<file path="src/hw/rtl/piecewise_linear_map_lookup_macros.svh">
// ----------------------------------------------------------------------------
// Assertion macros for the piecewise linear map lookup
// Shared concurrent assertion forms, clocked and disabled in reset.
// ----------------------------------------------------------------------------
`ifndef PIECEWISE_LINEAR_MAP_LOOKUP_MACROS_SVH
`define PIECEWISE_LINEAR_MAP_LOOKUP_MACROS_SVH

// Same-cycle implication
`define PLML_ASSERT_IMPL(label, clk, rstn, ante, cons, msg) \
    label: assert property (@(posedge clk) disable iff (!(rstn)) (ante) |-> (cons)) \
        else $error(msg);

// Next-cycle implication
`define PLML_ASSERT_NEXT(label, clk, rstn, ante, cons, msg) \
    label: assert property (@(posedge clk) disable iff (!(rstn)) (ante) |=> (cons)) \
        else $error(msg);

`endif

</file>
<file path="src/hw/rtl/plml_pkg.sv">
// ----------------------------------------------------------------------------
// plml_pkg
// Types and constants shared by the piecewise linear map lookup modules.
// ----------------------------------------------------------------------------
`default_nettype none

package plml_pkg;

    // Field widths
    localparam int SPEED_W = 18;
    localparam int PUMP_W  = 16;
    localparam int EIDX_W  = 6;
    localparam int PU_W    = 7;
    localparam int EXT_W   = 9;     // holds any table depth up to 256
    localparam int PROD_W  = SPEED_W + PUMP_W;

    // Table defaults
    localparam int            TABLE_DEPTH_DEF = 64;
    localparam logic [PU_W-1:0] PU_RESET      = 7'd50;

    // Serial divider: quotient is always below 2**PUMP_W
    localparam int DIV_STEPS = PUMP_W;
    localparam int STEP_W    = $clog2(DIV_STEPS);

    // APB port
    localparam int APB_AW = 3;
    localparam int APB_DW = 32;
    localparam logic [0:0] REG_POINTS_USED = 1'b0;

    // Item actions
    localparam logic ACT_WRITE  = 1'b0;
    localparam logic ACT_LOOKUP = 1'b1;

    typedef enum logic [2:0] {
        ST_IDLE,
        ST_SCAN,
        ST_PREP,
        ST_MUL,
        ST_DIV,
        ST_DONE
    } state_t;

    // Controller to datapath
    typedef struct packed {
        logic write;     // store a breakpoint
        logic load;      // start a lookup
        logic scan;      // walk the table
        logic prep;      // form span, offset, delta
        logic mul;       // delta * offset
        logic div;       // one divider step
        logic out_load;  // post result
    } cmd_t;

    // Datapath to controller
    typedef struct packed {
        logic hit;       // upper point found
        logic scan_end;  // table exhausted without upper point
        logic div_last;  // final divider step
    } sts_t;

endpackage

`default_nettype wire

</file>
<file path="src/hw/rtl/plml_ram.sv">
// ----------------------------------------------------------------------------
// plml_ram
// Generic simple dual-port RAM: one write port, one read port, registered read.
// ----------------------------------------------------------------------------
`default_nettype none

module plml_ram #(
    parameter int DATA_W = 8,
    parameter int DEPTH  = 64
) (
    input  wire logic                     aclk,
    input  wire logic                     we,
    input  wire logic [$clog2(DEPTH)-1:0] waddr,
    input  wire logic [DATA_W-1:0]        wdata,
    input  wire logic                     re,
    input  wire logic [$clog2(DEPTH)-1:0] raddr,
    output logic      [DATA_W-1:0]        rdata
);

    logic [DATA_W-1:0] mem_reg [DEPTH];
    logic [DATA_W-1:0] rdata_reg;

    always_ff @(posedge aclk) begin
        if (we) begin
            mem_reg[waddr] <= wdata;
        end
        if (re) begin
            rdata_reg <= mem_reg[raddr];
        end
    end

    assign rdata = rdata_reg;

endmodule

`default_nettype wire

</file>
<file path="src/hw/rtl/plml_dp.sv">
// ----------------------------------------------------------------------------
// plml_dp
// Datapath: breakpoint memory, table scan, multiplier and serial divider.
// ----------------------------------------------------------------------------
`default_nettype none

`include "piecewise_linear_map_lookup_macros.svh"

module plml_dp
    import plml_pkg::*;
#(
    parameter int TABLE_DEPTH = TABLE_DEPTH_DEF
) (
    input  wire logic               aclk,
    input  wire logic               aresetn,
    input  wire cmd_t               cmd,
    output sts_t                    sts,
    input  wire logic [PU_W-1:0]    points_used,
    input  wire logic [EIDX_W-1:0]  s_entry_index,
    input  wire logic [SPEED_W-1:0] s_point_speed,
    input  wire logic [PUMP_W-1:0]  s_point_pump,
    input  wire logic [SPEED_W-1:0] s_speed,
    output logic      [PUMP_W-1:0]  m_pump_target,
    output logic                    m_above_table
);

    localparam int ADDR_W = $clog2(TABLE_DEPTH);
    localparam int CNT_W  = $clog2(TABLE_DEPTH + 1);

    // Scan state
    logic [SPEED_W-1:0] speed_reg;
    logic [CNT_W-1:0]   n_reg;
    logic [CNT_W-1:0]   rd_idx_reg;
    logic               rvalid_reg;
    logic [SPEED_W-1:0] lo_s_reg;
    logic [PUMP_W-1:0]  lo_p_reg;
    logic [SPEED_W-1:0] hi_s_reg;
    logic [PUMP_W-1:0]  hi_p_reg;
    logic               above_reg;

    // Arithmetic state
    logic [SPEED_W-1:0] off_reg;
    logic [SPEED_W-1:0] span_reg;
    logic [PUMP_W-1:0]  delta_reg;
    logic               neg_reg;
    logic [SPEED_W-1:0] rem_reg;
    logic [PUMP_W-1:0]  quo_reg;
    logic [STEP_W-1:0]  step_reg;

    // Result
    logic [PUMP_W-1:0]  pump_out_reg;
    logic               above_out_reg;

    logic [EXT_W-1:0]          widx;
    logic [EXT_W-1:0]          pu_ext;
    logic [CNT_W-1:0]          n_next;
    logic                      we;
    logic                      issue;
    logic [PROD_W-1:0]         rdata;
    logic [SPEED_W-1:0]        ram_s;
    logic [PUMP_W-1:0]         ram_p;
    logic [PROD_W-1:0]         prod;
    logic [SPEED_W:0]          trial;
    logic                      ge;
    logic [PUMP_W-1:0]         interp;

    // Write decode: slots past the table are dropped
    assign widx = {{(EXT_W-EIDX_W){1'b0}}, s_entry_index};
    assign we   = cmd.write && (widx < EXT_W'(TABLE_DEPTH));

    // Scanned point count clamped to 1..TABLE_DEPTH
    assign pu_ext = {{(EXT_W-PU_W){1'b0}}, points_used};
    always_comb begin
        priority if (points_used == '0) begin
            n_next = CNT_W'(1);
        end else if (pu_ext > EXT_W'(TABLE_DEPTH)) begin
            n_next = CNT_W'(TABLE_DEPTH);
        end else begin
            n_next = pu_ext[CNT_W-1:0];
        end
    end

    plml_ram #(
        .DATA_W (PROD_W),
        .DEPTH  (TABLE_DEPTH)
    ) u_ram (
        .aclk  (aclk),
        .we    (we),
        .waddr (widx[ADDR_W-1:0]),
        .wdata ({s_point_speed, s_point_pump}),
        .re    (issue),
        .raddr (rd_idx_reg[ADDR_W-1:0]),
        .rdata (rdata)
    );

    assign ram_s = rdata[PROD_W-1:PUMP_W];
    assign ram_p = rdata[PUMP_W-1:0];

    // Scan status; a read is issued every cycle until a hit or the end
    assign sts.hit      = rvalid_reg && (speed_reg < ram_s);
    assign sts.scan_end = !rvalid_reg && (rd_idx_reg == n_reg);
    assign sts.div_last = (step_reg == STEP_W'(DIV_STEPS - 1));
    assign issue        = cmd.scan && (rd_idx_reg < n_reg) && !sts.hit;

    // Multiplier and divider step
    assign prod  = PROD_W'(delta_reg) * PROD_W'(off_reg);
    assign trial = {rem_reg, quo_reg[PUMP_W-1]};
    assign ge    = (trial >= {1'b0, span_reg});

    assign interp = neg_reg ? (lo_p_reg - quo_reg) : (lo_p_reg + quo_reg);

    // Control-like scan registers
    always_ff @(posedge aclk) begin
        if (!aresetn) begin
            rd_idx_reg <= '0;
            n_reg      <= CNT_W'(1);
            rvalid_reg <= 1'b0;
        end else if (cmd.load) begin
            rd_idx_reg <= '0;
            n_reg      <= n_next;
            rvalid_reg <= 1'b0;
        end else if (cmd.scan) begin
            rvalid_reg <= issue;
            if (issue) begin
                rd_idx_reg <= rd_idx_reg + CNT_W'(1);
            end
        end
    end

    // Payload registers
    always_ff @(posedge aclk) begin
        if (cmd.load) begin
            speed_reg <= s_speed;
            lo_s_reg  <= '0;
            lo_p_reg  <= '0;
            above_reg <= 1'b0;
        end
        if (cmd.scan) begin
            if (sts.hit) begin
                hi_s_reg <= ram_s;
                hi_p_reg <= ram_p;
            end else if (rvalid_reg) begin
                lo_s_reg <= ram_s;
                lo_p_reg <= ram_p;
            end
            if (sts.scan_end) begin
                above_reg <= 1'b1;
            end
        end
        if (cmd.prep) begin
            off_reg   <= speed_reg - lo_s_reg;
            span_reg  <= hi_s_reg - lo_s_reg;
            neg_reg   <= (hi_p_reg < lo_p_reg);
            delta_reg <= (hi_p_reg < lo_p_reg) ? (lo_p_reg - hi_p_reg)
                                               : (hi_p_reg - lo_p_reg);
        end
        if (cmd.mul) begin
            rem_reg  <= prod[PROD_W-1:PUMP_W];
            quo_reg  <= prod[PUMP_W-1:0];
            step_reg <= '0;
        end
        if (cmd.div) begin
            rem_reg  <= ge ? SPEED_W'(trial - {1'b0, span_reg}) : trial[SPEED_W-1:0];
            quo_reg  <= {quo_reg[PUMP_W-2:0], ge};
            step_reg <= step_reg + STEP_W'(1);
        end
        if (cmd.out_load) begin
            pump_out_reg  <= above_reg ? lo_p_reg : interp;
            above_out_reg <= above_reg;
        end
    end

    assign m_pump_target = pump_out_reg;
    assign m_above_table = above_out_reg;

    `PLML_ASSERT_IMPL(a_count_range, aclk, aresetn, 1'b1, (n_reg != '0) && (n_reg <= CNT_W'(TABLE_DEPTH)) && (rd_idx_reg <= n_reg), "scan count out of range")
    `PLML_ASSERT_IMPL(a_rem_below_span, aclk, aresetn, cmd.div, rem_reg < span_reg, "divider remainder not below span")

endmodule

`default_nettype wire

</file>
<file path="src/hw/rtl/plml_ctrl.sv">
// ----------------------------------------------------------------------------
// plml_ctrl
// Controller: handshakes and sequencing of scan, multiply and divide.
// ----------------------------------------------------------------------------
`default_nettype none

`include "piecewise_linear_map_lookup_macros.svh"

module plml_ctrl
    import plml_pkg::*;
(
    input  wire logic aclk,
    input  wire logic aresetn,
    input  wire logic s_valid,
    output logic      s_ready,
    input  wire logic s_action,
    output logic      m_valid,
    input  wire logic m_ready,
    output cmd_t      cmd,
    input  wire sts_t sts
);

    state_t state_reg;
    state_t state_next;
    logic   m_valid_reg;
    logic   m_valid_next;
    logic   in_xfer;

    assign in_xfer = s_valid && s_ready;

    // State and output valid registers
    always_ff @(posedge aclk) begin
        if (!aresetn) begin
            state_reg   <= ST_IDLE;
            m_valid_reg <= 1'b0;
        end else begin
            state_reg   <= state_next;
            m_valid_reg <= m_valid_next;
        end
    end

    // Next state and commands
    always_comb begin
        state_next = state_reg;
        cmd        = '0;
        s_ready    = 1'b0;
        unique case (state_reg)
            ST_IDLE: begin
                s_ready = 1'b1;
                if (in_xfer) begin
                    if (s_action == ACT_LOOKUP) begin
                        cmd.load   = 1'b1;
                        state_next = ST_SCAN;
                    end else begin
                        cmd.write = 1'b1;
                    end
                end
            end
            ST_SCAN: begin
                cmd.scan = 1'b1;
                priority if (sts.hit) begin
                    state_next = ST_PREP;
                end else if (sts.scan_end) begin
                    state_next = ST_DONE;
                end
            end
            ST_PREP: begin
                cmd.prep   = 1'b1;
                state_next = ST_MUL;
            end
            ST_MUL: begin
                cmd.mul    = 1'b1;
                state_next = ST_DIV;
            end
            ST_DIV: begin
                cmd.div = 1'b1;
                if (sts.div_last) begin
                    state_next = ST_DONE;
                end
            end
            ST_DONE: begin
                // wait until the output register is free
                if (!m_valid_reg || m_ready) begin
                    cmd.out_load = 1'b1;
                    state_next   = ST_IDLE;
                end
            end
            default: begin
                state_next = ST_IDLE;
            end
        endcase
    end

    // Output register holds until its transfer
    always_comb begin
        if (cmd.out_load) begin
            m_valid_next = 1'b1;
        end else if (m_ready) begin
            m_valid_next = 1'b0;
        end else begin
            m_valid_next = m_valid_reg;
        end
    end

    assign m_valid = m_valid_reg;

    `PLML_ASSERT_NEXT(a_lookup_scans, aclk, aresetn, cmd.load, state_reg == ST_SCAN, "lookup did not start a scan")
    `PLML_ASSERT_NEXT(a_result_posted, aclk, aresetn, cmd.out_load, m_valid_reg && (state_reg == ST_IDLE), "result not posted")
    `PLML_ASSERT_NEXT(a_div_finishes, aclk, aresetn, (state_reg == ST_DIV) && sts.div_last, state_reg == ST_DONE, "divider did not finish")

endmodule

`default_nettype wire

</file>
<file path="src/hw/rtl/piecewise_linear_map_lookup.sv">
// ----------------------------------------------------------------------------
// piecewise_linear_map_lookup
// Speed to pump target map by linear interpolation over a breakpoint table.
// ----------------------------------------------------------------------------
// A write item (action 0) stores one (speed, pump) breakpoint; slots at or
// past TABLE_DEPTH are dropped. A lookup item (action 1) scans the first
// points_used breakpoints in order through the single read port of the table
// memory, one point per cycle, then runs one multiply and a 16-step serial
// divider, one quotient bit per cycle. A lookup that runs past the last of n
// points returns the last pump value with above_table set. Items are taken
// one at a time; a finished result waits in an output register while the
// next item is taken. The table has no reset and must be loaded before it is
// scanned. points_used resets to 50 and is written at byte address 0 of the
// APB port.
// ----------------------------------------------------------------------------
`default_nettype none

module piecewise_linear_map_lookup
    import plml_pkg::*;
#(
    parameter int TABLE_DEPTH = TABLE_DEPTH_DEF
) (
    input  wire logic               aclk,
    input  wire logic               aresetn,
    // configuration port
    input  wire logic               psel,
    input  wire logic               penable,
    input  wire logic               pwrite,
    input  wire logic [APB_AW-1:0]  paddr,
    input  wire logic [APB_DW-1:0]  pwdata,
    output logic      [APB_DW-1:0]  prdata,
    output logic                    pready,
    // input channel
    input  wire logic               s_valid,
    output logic                    s_ready,
    input  wire logic               s_action,
    input  wire logic [EIDX_W-1:0]  s_entry_index,
    input  wire logic [SPEED_W-1:0] s_point_speed,
    input  wire logic [PUMP_W-1:0]  s_point_pump,
    input  wire logic [SPEED_W-1:0] s_speed,
    // result channel
    output logic                    m_valid,
    input  wire logic               m_ready,
    output logic      [PUMP_W-1:0]  m_pump_target,
    output logic                    m_above_table
);

    logic [PU_W-1:0] points_used_reg;
    logic            reg_sel;
    cmd_t            cmd;
    sts_t            sts;

    // Register decode on the word address
    assign reg_sel = (paddr[APB_AW-1:2] == REG_POINTS_USED);
    assign pready  = 1'b1;
    assign prdata  = reg_sel ? {{(APB_DW-PU_W){1'b0}}, points_used_reg} : '0;

    always_ff @(posedge aclk) begin
        if (!aresetn) begin
            points_used_reg <= PU_RESET;
        end else if (psel && penable && pwrite && pready && reg_sel) begin
            points_used_reg <= pwdata[PU_W-1:0];
        end
    end

    plml_ctrl u_ctrl (
        .aclk     (aclk),
        .aresetn  (aresetn),
        .s_valid  (s_valid),
        .s_ready  (s_ready),
        .s_action (s_action),
        .m_valid  (m_valid),
        .m_ready  (m_ready),
        .cmd      (cmd),
        .sts      (sts)
    );

    plml_dp #(
        .TABLE_DEPTH (TABLE_DEPTH)
    ) u_dp (
        .aclk          (aclk),
        .aresetn       (aresetn),
        .cmd           (cmd),
        .sts           (sts),
        .points_used   (points_used_reg),
        .s_entry_index (s_entry_index),
        .s_point_speed (s_point_speed),
        .s_point_pump  (s_point_pump),
        .s_speed       (s_speed),
        .m_pump_target (m_pump_target),
        .m_above_table (m_above_table)
    );

endmodule

`default_nettype wire

</file>
<file path="config.mk">
export PLATFORM = sky130hd
export DESIGN_NAME = piecewise_linear_map_lookup
export DESIGN_NICKNAME = d
export VERILOG_FILES = /design/src/hw/rtl/plml_pkg.sv /design/src/hw/rtl/plml_ram.sv /design/src/hw/rtl/plml_dp.sv /design/src/hw/rtl/plml_ctrl.sv /design/src/hw/rtl/piecewise_linear_map_lookup.sv
export VERILOG_INCLUDE_DIRS = /design/src /design/src/hw/rtl
export SDC_FILE = /design/constraint.sdc
export NUM_CORES = 2
export LEC_CHECK = 0
export BUFFER_PORTS_ARGS = -buffer_cell sky130_fd_sc_hd__clkbuf_2
export CAP_MARGIN = 10
export CORE_MARGIN = 2
export CORE_UTILIZATION = 45
export CTS_CLUSTER_SIZE = 14
export DETAILED_ROUTE_END_ITERATION = 16
export GPL_ROUTABILITY_DRIVEN = 1
export PLACE_DENSITY = 0.57
export SLEW_MARGIN = 30
export SYNTH_ARGS = -nofsm -noshare
export SYNTH_HDL_FRONTEND = slang
export SYNTH_SLANG_ARGS = --single-unit
</file>
<file path="constraint.sdc">
create_clock -name aclk -period 7.4 [get_ports aclk]
set_input_delay 1.48 -clock aclk [delete_from_list [all_inputs] [get_ports aclk]]
set_output_delay 1.48 -clock aclk [all_outputs]
set_load 0.01 [all_outputs]
</file>
==> flow_metrics.tcl <==
set metrics [dict create \
    cts_hold_buf 0 \
    cts_tree "done" \
    layout-drive-gt1-share 0.238 \
    syn_area_mm2 0.106 \
    setup_tns_ps 0 \
    final_hold_viol_count 0 \
    wire_per_inst_um 28.0 \
    root_buffer "clkbuf_16" \
    htreeDepth 5 \
    rr_endpoint "u_dp.rem_reg[17]" \
    r2r_start "u_dp.delta_reg[1]" \
    cts_resized 0 \
    rrSetupSlack_ps 420 \
    die_y_um 489 \
    maxCapViolations 0 \
    grt_start_max_net_pins 109 \
    synth-edff-count 2370 \
    synth_top_area_frac 0.671 \
    min_from "u_dp.u_ram.rdata[12]" \
    synthFlopType "edfxtp_1" \
    n_fill_cell 19000 \
    netlist_instances 5548 \
    core_area_mm2 0.235 \
    cts_setup_buffers 0 \
    drc 0 \
    drt_iter0_markers 4599 \
    crit_path_end_kind "flop" \
    ys_seq_area_frac 0.683 \
    slew-limit-headroom 0.303 \
    grt_pass1_vias 54000 \
    worstHoldPathCells 0 \
    grt_usage 0.217 \
    syn_to_final_growth_pct 12.8 \
    hp-class "flop to flop" \
    grt_pass1_wl_um 376000 \
    leakage_uw 0.0393 \
    synthArstFlopShare 0 \
    holdPathEnd "u_dp.hi_p_reg[12]" \
    postRouteAntennaNets 0 \
    fin_crit_ps 6980 \
    ir_drop_v 0.000196 \
    clockBufferDepth 4 \
    firstDrtPassIters 7 \
    hpwl_um 162000 \
    initial_core_util 0.452 \
    num_rows 178 \
    rsz0062_at_grt "false" \
    vias_per_cell 5.67 \
    synth_cell_types 74 \
    clock_sinks 2431 \
    ff2ff_path_depth 21 \
    yosys_register_bits 2431 \
    crit_type "flop to flop" \
    cp_data_required_time_ps 8020 \
    io_buffers 99 \
    num_io_pins 153 \
    netlist_top_cells_area "edfxtp_1, mux4_2, fa_1, ha_1, inv_1" \
    drv_slew 0 \
    status "finished, final reports clean" \
    post-route-period-util 0.943 \
    synth_top_cell_by_area "edfxtp_1" \
    path_clk_slew_ps 60 \
    setup_viol 0 \
    post-route-util 0.510 \
    arrival_ps 7600 \
    place_congestion 0.851 \
    hold_slack_ps 453 \
    nNetsFinal 6401 \
    start_kind "flop" \
    syn_area_per_cell_um2 19.1 \
    tightest_slew_ps 1040 \
    vias 52000 \
    path_max_fanout 18 \
    grt-ovfl-total 0 \
    largest_reg_flops 2176 \
    finClkSkew_ps 76.0 \
    power_density_mw_per_mm2 250 \
    antenna_found_initial 35 \
    insertion_delay_ps 920 \
    fmax_mhz 143 \
    routed_wirelength_um 257000 \
    numCtsBuffers 274 \
    die_w_um 489 \
    yosys_warnings 0 \
    die-area_mm2 0.240 \
]
==> layout make-up <==
cell class	count	area, um^2	share of cell area
timing repair buffer	260	2010	0.0168
clock inverter	123	861	0.00720
sequential	2431	72400	0.605
multi-input combinational	2512	31700	0.265
tap	3150	3940	0.0329
inverter	362	1370	0.0114
antenna	12	30.0	0.000251
clock buffer	336	7290	0.0609
==> report_power, final <==
group	switching, uW	total (uW)	leakage (uW)	internal [uW]
clock	5240	12600	0.00402	7330
combinational	1150	2010	0.0134	861
sequential	78.0	15300	0.0218	15200
total	6470	29900	0.0393	23400
==> stage by stage <==
stage	total power, uW	cell area, um^2	cells	setup WS, ps
after global placement	17600	111000	8707	457
after detailed placement	17600	111000	8714	450
after floorplan	16900	106000	5572	1210
final	29900	120000	9186	424
after global routing	30800	120000	9182	11.0
after CTS	30200	120000	9173	412
==> critical path, cell delays in order, from the launching register on <==
cell and delay [ps]:
edfxtp_1 910, nand2_1 210, fa_1 560, fa_1 510
fa_1 510, inv_1 50, fa_1 510, fa_1 530
inv_1 60, fa_1 480, inv_1 40, ha_1 360
a211o_1 320, a211o_1 280, a31oi_1 340, and3b_1 230
a21oi_1 120, buf_4 150, o2111ai_1 120, a21oi_1 190
xnor2_1 140, a21oi_1 80
==> logic make-up after synthesis <==
| family | share of synthesized area |
|---|---|
| fa+ha+maj | 0.0703 |
| xor+xnor | 0.00933 |
| compound gates | 0.0246 |
| simple gates | 0.0353 |
| buf+inv | 0.0241 |
| flops | 0.683 |
| other cells | 0.0000708 |
| mux | 0.154 |
==> routing by layer <==
layer	routed length [um]	GRT usage
met1	108000	0.296
met2	130000	0.368
met3	12100	0.0278
met4	6880	0.0618
met5	25	0
==> cell usage in the layout, fill, tap and decap left out, types with 64 or more instances in the layout <==
master	n
nor2_4	64
buf_4	144
clkbuf_2	76
a21oi_1	118
fa_1	228
and2_1	130
o21ai_0	85
edfxtp_1	2370
xnor2_1	69
inv_1	360
clkbuf_16	281
nand2_1	265
nor2_1	106
ha_1	231
mux4_2	714
==> cell usage after synthesis (9+ instances only) <==
library cell  count
ha_1            231
o31ai_1           9
a21oi_1         119
or3_1            11
nor3b_1          10
o211ai_1         17
edfxtp_1       2370
fa_1            228
a211oi_1         20
and2_1          130
nand3_1          28
o21a_1           12
mux2i_1          19
inv_1           361
o21ai_0          86
clkbuf_1        164
and3_1           11
dfxtp_1          61
xor2_1           44
buf_4            26
nor2b_1          43
buf_1            14
nor3_1           38
nand4_1          12
nor2_1          171
mux4_2          714
a31oi_1          18
a22o_1           34
nand2b_1         20
xnor2_1          69
a21o_1           35
nand2_1         265
buf_2            60
==> worst max path at each step <==
stage                     cells after the start              start  slack [ps]          endpoint
final                                        21  u_dp.delta_reg[1]         420  u_dp.rem_reg[17]
after global routing                         21  u_dp.delta_reg[1]          10  u_dp.rem_reg[16]
after CTS                                    21  u_dp.delta_reg[1]         410  u_dp.rem_reg[17]
after detailed placement                     21  u_dp.delta_reg[1]         450  u_dp.rem_reg[17]
after global placement                       21  u_dp.delta_reg[1]         460  u_dp.rem_reg[16]
after floorplan                              22  u_dp.delta_reg[7]        1210  u_dp.rem_reg[17]
Note: power is estimated with default switching activity, not from simulation.
